[src/sv/xmp_ir_packet_decoder_top_assert.svh]
// Assertion macros for the IR packet decoder, included by xir_decoder.
// No dependencies; included by the modules that carry assertions.
`ifndef XMP_IR_PACKET_DECODER_TOP_ASSERT_SVH
`define XMP_IR_PACKET_DECODER_TOP_ASSERT_SVH

// Same-cycle implication, checked outside reset
`define XIR_ASSERT_IMPL(label, clk, rst_n, ante, cons) \
    label: assert property (@(posedge clk) disable iff (!rst_n) (ante) |-> (cons)) \
        else $error("xir assertion failed");

// Next-cycle implication, checked outside reset
`define XIR_ASSERT_NEXT(label, clk, rst_n, ante, cons) \
    label: assert property (@(posedge clk) disable iff (!rst_n) (ante) |=> (cons)) \
        else $error("xir assertion failed");

`endif

[src/sv/xir_pkg.sv]
// Shared types and constants for the IR packet decoder.
// No dependencies; used by every module of the block.
package xir_pkg;

    localparam int unsigned WORD_W  = 32;
    localparam int unsigned REG_W   = 15;
    localparam int unsigned CFG_IDX_W = 8;
    localparam int unsigned NIB_W   = 4;
    localparam int unsigned KEY_W   = 8;

    // Configuration register indexes
    localparam logic [CFG_IDX_W-1:0] CFG_REGISTRY_A = 8'd0;
    localparam logic [CFG_IDX_W-1:0] CFG_REGISTRY_B = 8'd1;

    typedef enum logic [1:0] {
        ST_REGISTRY    = 2'd0,
        ST_DATA        = 2'd1,
        ST_CKSUM_ERR   = 2'd2,
        ST_NO_REGISTRY = 2'd3
    } status_t;

    // One decoded result beat
    typedef struct packed {
        status_t                status;
        logic [NIB_W-1:0]       owner;
        logic [NIB_W-1:0]       checksum_nibble;
        logic [NIB_W-1:0]       tag;
        logic [NIB_W-1:0]       peripheral_id;
        logic [REG_W-1:0]       registry_number;
        logic [KEY_W-1:0]       key_byte;
        logic                   repeat_flag;
        logic                   fmb_flag;
        logic                   ctrl_flag;
        logic                   shift_flag;
        logic                   alt_flag;
    } result_t;

    // Input stage handed to the decoder
    typedef struct packed {
        logic                   valid;
        logic [WORD_W-1:0]      word;
    } in_stage_t;

endpackage

[src/sv/xir_checksum.sv]
// Nibble checksum check for one XMP packet word.
// Depends on xir_pkg.
module xir_checksum (
    input  logic [xir_pkg::WORD_W-1:0] word,
    output logic                       ok
);

    logic [3:0] s01, s23, s45, s67;
    logic [3:0] s0123, s4567, total;

    // Body sum (checksum nibble zeroed) plus received checksum must be 0 mod 16,
    // which is the sum of all eight raw nibbles wrapping to zero.
    always_comb
    begin
        s01   = word[3:0]   + word[7:4];
        s23   = word[11:8]  + word[15:12];
        s45   = word[19:16] + word[23:20];
        s67   = word[27:24] + word[31:28];
        s0123 = s01 + s23;
        s4567 = s45 + s67;
        total = s0123 + s4567;
    end

    assign ok = (total == 4'd0);

endmodule

[src/sv/xir_decoder.sv]
// Packet classification, stored registry number and result register.
// Depends on xir_pkg, xir_checksum and the assertion macro header.
`include "xmp_ir_packet_decoder_top_assert.svh"

module xir_decoder (
    input  logic                      clk,
    input  logic                      rst_n,
    input  xir_pkg::in_stage_t        stage,
    input  logic [xir_pkg::REG_W-1:0] registry_a,
    input  logic [xir_pkg::REG_W-1:0] registry_b,
    output logic                      take,
    output logic                      out_valid,
    input  logic                      out_ready,
    output xir_pkg::result_t          result
);

    logic                      cksum_ok;
    logic                      load;
    logic [3:0]                ck;
    logic [xir_pkg::REG_W-1:0] low15;
    logic                      reg_hit;
    logic [xir_pkg::REG_W-1:0] stored_registry_reg;
    logic [xir_pkg::REG_W-1:0] stored_registry_next;
    logic                      out_valid_reg;
    xir_pkg::result_t          result_reg;
    xir_pkg::result_t          result_next;

    xir_checksum u_checksum (
        .word (stage.word),
        .ok   (cksum_ok)
    );

    // Result register frees up when empty or being drained
    assign take = !out_valid_reg || out_ready;
    assign load = stage.valid && take;

    assign ck      = stage.word[27:24];
    assign low15   = stage.word[xir_pkg::REG_W-1:0];
    assign reg_hit = (low15 == registry_a) || (low15 == registry_b);

    // Classify the packet and build the result beat
    always_comb
    begin
        result_next                 = '0;
        stored_registry_next        = stored_registry_reg;
        result_next.checksum_nibble = ck;
        if (!cksum_ok)
        begin
            result_next.status = xir_pkg::ST_CKSUM_ERR;
        end
        else if (reg_hit)
        begin
            stored_registry_next      = low15;
            result_next.status        = xir_pkg::ST_REGISTRY;
            result_next.owner         = stage.word[31:28];
            result_next.tag           = stage.word[23:20];
            result_next.peripheral_id = stage.word[19:16];
        end
        else if (stored_registry_reg != '0)
        begin
            result_next.status      = xir_pkg::ST_DATA;
            result_next.owner       = stage.word[31:28];
            result_next.tag         = stage.word[19:16];
            result_next.key_byte    = stage.word[15:8];
            result_next.repeat_flag = stage.word[23];
            result_next.fmb_flag    = stage.word[20];
            result_next.ctrl_flag   = stage.word[7];
            result_next.shift_flag  = stage.word[6];
            result_next.alt_flag    = stage.word[5];
        end
        else
        begin
            result_next.status = xir_pkg::ST_NO_REGISTRY;
        end
        result_next.registry_number = stored_registry_next;
    end

    // Control state
    always_ff @(posedge clk or negedge rst_n)
    begin
        if (!rst_n)
        begin
            out_valid_reg       <= 1'b0;
            stored_registry_reg <= '0;
        end
        else
        begin
            if (take)
            begin
                out_valid_reg <= stage.valid;
            end
            if (load)
            begin
                stored_registry_reg <= stored_registry_next;
            end
        end
    end

    // Result payload
    always_ff @(posedge clk)
    begin
        if (load)
        begin
            result_reg <= result_next;
        end
    end

    assign out_valid = out_valid_reg;
    assign result    = result_reg;

    // A bad checksum never touches the stored registry number
    `XIR_ASSERT_NEXT(a_cksum_keeps_reg, clk, rst_n, load && !cksum_ok, $stable(stored_registry_reg))
    // Reported registry number tracks the stored one after every load
    `XIR_ASSERT_NEXT(a_reg_reported, clk, rst_n, load, result_reg.registry_number == stored_registry_reg)
    // A data beat only goes out while a remote is registered
    `XIR_ASSERT_IMPL(a_data_needs_reg, clk, rst_n, out_valid_reg && result_reg.status == xir_pkg::ST_DATA, result_reg.registry_number != '0)

endmodule

[src/sv/xmp_ir_packet_decoder_top.sv]
// Top level of the XMP IR packet decoder: input stage, config registers, decoder.
// Depends on xir_pkg, xir_checksum and xir_decoder.
//
//  channel  | handshake              | payload
//  ---------+------------------------+---------------------------------
//  in       | in_valid / in_ready    | packet_word
//  out      | out_valid / out_ready  | status, owner, ..., alt_flag
//  cfg      | cfg_valid / cfg_ready  | cfg_index, cfg_data
//
// One packet per cycle while the output is not stalled; each packet passes two registers (input, result).
// The checksum adder tree and classification sit between those two registers.
// A stalled output holds its beat while the input register still takes one more.
// Reset clears valid bits, the stored registry number and both config registers.
// cfg_ready is always high; writes to indexes beyond the list are dropped.
module xmp_ir_packet_decoder_top (
    input  logic                          clk,
    input  logic                          rst_n,
    input  logic                          in_valid,
    output logic                          in_ready,
    input  logic [xir_pkg::WORD_W-1:0]    packet_word,
    output logic                          out_valid,
    input  logic                          out_ready,
    output logic [1:0]                    status,
    output logic [xir_pkg::NIB_W-1:0]     owner,
    output logic [xir_pkg::NIB_W-1:0]     checksum_nibble,
    output logic [xir_pkg::NIB_W-1:0]     tag,
    output logic [xir_pkg::NIB_W-1:0]     peripheral_id,
    output logic [xir_pkg::REG_W-1:0]     registry_number,
    output logic [xir_pkg::KEY_W-1:0]     key_byte,
    output logic                          repeat_flag,
    output logic                          fmb_flag,
    output logic                          ctrl_flag,
    output logic                          shift_flag,
    output logic                          alt_flag,
    input  logic                          cfg_valid,
    output logic                          cfg_ready,
    input  logic [xir_pkg::CFG_IDX_W-1:0] cfg_index,
    input  logic [xir_pkg::REG_W-1:0]     cfg_data
);

    logic                      in_valid_reg;
    logic [xir_pkg::WORD_W-1:0] word_reg;
    logic [xir_pkg::REG_W-1:0] registry_a_reg;
    logic [xir_pkg::REG_W-1:0] registry_b_reg;
    logic                      take;
    xir_pkg::in_stage_t        stage;
    xir_pkg::result_t          result;

    assign cfg_ready = 1'b1;
    assign in_ready  = !in_valid_reg || take;

    // Configuration registers
    always_ff @(posedge clk or negedge rst_n)
    begin
        if (!rst_n)
        begin
            registry_a_reg <= '0;
            registry_b_reg <= '0;
        end
        else if (cfg_valid)
        begin
            case (cfg_index)
                xir_pkg::CFG_REGISTRY_A: registry_a_reg <= cfg_data;
                xir_pkg::CFG_REGISTRY_B: registry_b_reg <= cfg_data;
                default: ;
            endcase
        end
    end

    // Input stage valid
    always_ff @(posedge clk or negedge rst_n)
    begin
        if (!rst_n)
        begin
            in_valid_reg <= 1'b0;
        end
        else if (in_ready)
        begin
            in_valid_reg <= in_valid;
        end
    end

    // Input stage payload
    always_ff @(posedge clk)
    begin
        if (in_valid && in_ready)
        begin
            word_reg <= packet_word;
        end
    end

    assign stage.valid = in_valid_reg;
    assign stage.word  = word_reg;

    xir_decoder u_decoder (
        .clk        (clk),
        .rst_n      (rst_n),
        .stage      (stage),
        .registry_a (registry_a_reg),
        .registry_b (registry_b_reg),
        .take       (take),
        .out_valid  (out_valid),
        .out_ready  (out_ready),
        .result     (result)
    );

    // Unpack the result beat onto the ports
    assign status          = result.status;
    assign owner           = result.owner;
    assign checksum_nibble = result.checksum_nibble;
    assign tag             = result.tag;
    assign peripheral_id   = result.peripheral_id;
    assign registry_number = result.registry_number;
    assign key_byte        = result.key_byte;
    assign repeat_flag     = result.repeat_flag;
    assign fmb_flag        = result.fmb_flag;
    assign ctrl_flag       = result.ctrl_flag;
    assign shift_flag      = result.shift_flag;
    assign alt_flag        = result.alt_flag;

endmodule

[config.mk]
export PLATFORM = sky130hd
export DESIGN_NAME = xmp_ir_packet_decoder_top
export DESIGN_NICKNAME = d
export VERILOG_FILES = /design/src/sv/xir_pkg.sv /design/src/sv/xir_checksum.sv /design/src/sv/xir_decoder.sv /design/src/sv/xmp_ir_packet_decoder_top.sv
export VERILOG_INCLUDE_DIRS = /design/src /design/src/sv
export SDC_FILE = /design/constraint.sdc
export NUM_CORES = 1
export LEC_CHECK = 0
export BUFFER_PORTS_ARGS = -buffer_cell sky130_fd_sc_hd__buf_2
export CORE_UTILIZATION = 55
export CTS_CLUSTER_SIZE = 40
export DETAILED_ROUTE_END_ITERATION = 7
export PLACE_DENSITY = 0.89
export SLEW_MARGIN = 20
export SYNTH_ARGS = -nofsm -noshare
export SYNTH_HDL_FRONTEND = slang
export SYNTH_SLANG_ARGS = --single-unit
[constraint.sdc]
create_clock -name clk -period 5 [get_ports clk]
set_clock_uncertainty 0.05 [all_clocks]
set_input_delay 1.5 -clock clk [delete_from_list [all_inputs] [get_ports clk]]
set_output_delay 1.5 -clock clk [all_outputs]
set_load 0.05 [all_outputs]
==> results.yml <==
synth:
  yosysUniqueCellTypes: 35
  synth_flop_cell: "edfxtp_1"
  async_flop_share: 0.376
  seq_area_frac_synth: 0.639
  syn_inst: 333
  synth_nets: 411
  synth_area_um2: 5500
  synth_edf_count: 78
  ys_ff_latch: 125
  syn_area_per_cell_um2: 16.5
  ys_warn_count: 0
power_and_ir_drop:
  p_seq_frac: 0.408
  power.density_nw_per_um2: 435
  peakVddDrop_mv: 0.269
  combinationalPowerShare: 0.154
  netSwitchingPower_uw: 794
  clockPowerShare: 0.437
  p_sw_frac: 0.269
  internal_power_mw: 2.16
  cellLeakagePower_nw: 3.07
global_routing:
  grt_start_max_net_pins: 48
  grt_pass1_vias: 3359
  overflow: 0
  grt_pass1_wl_um: 17500
  grtUsageTotal: 0.238
  antenna_found_initial: 1
clocking:
  clock_latency_ns: 0.52
  clk_pin_slew_ns: 0.06
  cts-root-buf: "clkbuf_8"
  post_cts_buffers: 0
  cts_resized: 0
  clock_sinks: 125
  cts_max_level: 4
  clock_path_buffers: 2
  tritoncts: "yes"
  cts_buffers: 17
  ctsHoldBuffers: 0
layout:
  final_common_cell: "buf_2"
  design_area_um2: 6800
  final_cell_mix: "buf_2, edfxtp_1, mux2_2"
  area_growth_pct: 23.6
  final_cells: 601
  largest_reg_flops: 46
  nets: 532
  drive_gt1_frac: 0.452
floorplan:
  dieArea_um2: 10400
  placementRows: 36
  num_io_pins: 109
  die_x_um: 102
  chipHeight_um: 102
  start_util: 0.566
  core-area_um2: 9730
timing:
  setup_violations: 0
  period_share: 0.961
  timing.final.hold_violations: 0
  hold_slack_ns: 0.434
  relSlewSlack: 0.451
  max_slew.worst_pin.slew_ns: 0.822
  fmax_mhz: 208
  setup_tns_ns: 0
  slew_violations: 0
  post-route-min-period_ns: 4.80
  rsz0062_at_grt: "false"
setup_path:
  cp-start-kind: "flip-flop"
  cp.arrival_ns: 5.02
  critical_path.endpoint_type: "flip-flop"
  required_ns: 5.21
  critPathKind: "flip-flop to flip-flop"
  path_max_fanout: 15
placed_design:
  place_congestion: 0.837
  placed_cells: 568
  io_buffers: 107
  hpwl_um: 7560
  dpl_cell_area_um2: 6170
detailed_routing:
  post_drt_wl_per_cell_um: 19.1
  dr.first_iter.drc_count: 145
  drtPass1Iterations: 4
  totalWireLength_um: 11500
  dr_total_vias: 3247
  ant_nets: 0
  vias_per_cell: 5.40
  route.detailed.drc: 0
hold_path:
  hold_path.class: "flip-flop to flip-flop"
run:
  maxCapViolations: 0
run_status:
  status: "completed"
[cells in the mapped netlist, types with 4 or more instances]
cell,instances,area share
edfxtp_1,78,0.43
mux2_2,50,0.10
dfrtp_1,47,0.21
xor2_1,20,0.032
and2_1,19,0.022
xnor2_1,18,0.029
inv_1,17,0.012
fa_1,14,0.051
mux2_4,10,0.027
nor4_1,8,0.0091
nand4_1,5,0.0057
a22o_1,4,0.0064
ha_1,4,0.0091
o21a_1,4,0.0055
[power groups by stage]
stage / Combinational, mW / Sequential [mW] / Clock, mW
2_1_floorplan: 0.230 / 1.31 / 0
3_3_place_gp: 0.417 / 1.22 / 0
3_5_place_dp: 0.442 / 1.23 / 0
4_1_cts: 0.455 / 1.21 / 1.30
5_1_grt: 0.490 / 1.21 / 1.34
6_report: 0.457 / 1.21 / 1.29
[area by class of cell]
class	count	area [um^2]
clock buffers	17	414
fillers	642	2930
multi-input cells	179	1830
well taps	133	166
inverters	17	63.8
diodes	1	2.50
repair buffers	114	591
flip-flops and latches	125	3520
clock inverters	15	211
[kinds of logic (layout without fill, tap and decap cells)]
family          Yosys count  count (layout)  synth area share
flops                   125             125             0.639
mux                      60              60             0.130
simple gates             50              50            0.0561
xor+xnor                 41              41            0.0727
buf+inv                  29             163            0.0284
fa+ha+maj                18              18            0.0600
compound gates            9               9            0.0132
other cells               1               2          0.000681
[per-stage QoR]
stage	power (mW)	worst slack, ns	utilization
floorplan	1.54	0.470	-
global placement	1.64	0.486	0.634
detailed placement	1.67	0.318	0.634
CTS	2.96	0.240	0.698
global route	3.04	0.0624	0.699
finish	2.96	0.195	0.699
[worst paths after layout]
check	startpoint	to	cells past startpoint	slack, ns
max	word_reg[14]	u_decoder.result[25]	14	0.20
min	word_reg[25]	u_decoder.result[37]	0	0.43
max reg2reg	word_reg[14]	u_decoder.result[25]	14	0.20
min reg2reg	word_reg[25]	u_decoder.result[37]	0	0.43
max in group asynchronous	rst_n	u_decoder.out_valid	1	3.55
min in group asynchronous	rst_n	u_decoder.stored_registry_reg[5]	1	0.94
[worst max-delay path: stages (launching register included)]
cell	delay (ns)
edfxtp_1	0.51
fa_1	0.61
inv_1	0.07
fa_1	0.49
fa_1	0.56
inv_1	0.06
fa_1	0.48
ha_1	0.23
xnor2_1	0.14
xnor2_1	0.21
xnor3_1	0.28
nand2_2	0.09
nor2b_2	0.15
buf_4	0.26
mux2_2	0.37
[metal layers]
metal | up-vias | track usage | share of wire
li1 | 1432 | - | -
met1 | 1648 | 0.293 | 0.39
met2 | 141 | 0.393 | 0.52
met3 | 26 | 0.0616 | 0.061
met4 | 0 | 0.116 | 0.025
met5 | - | 0 | 0
Power figures use the tool's default switching activity.
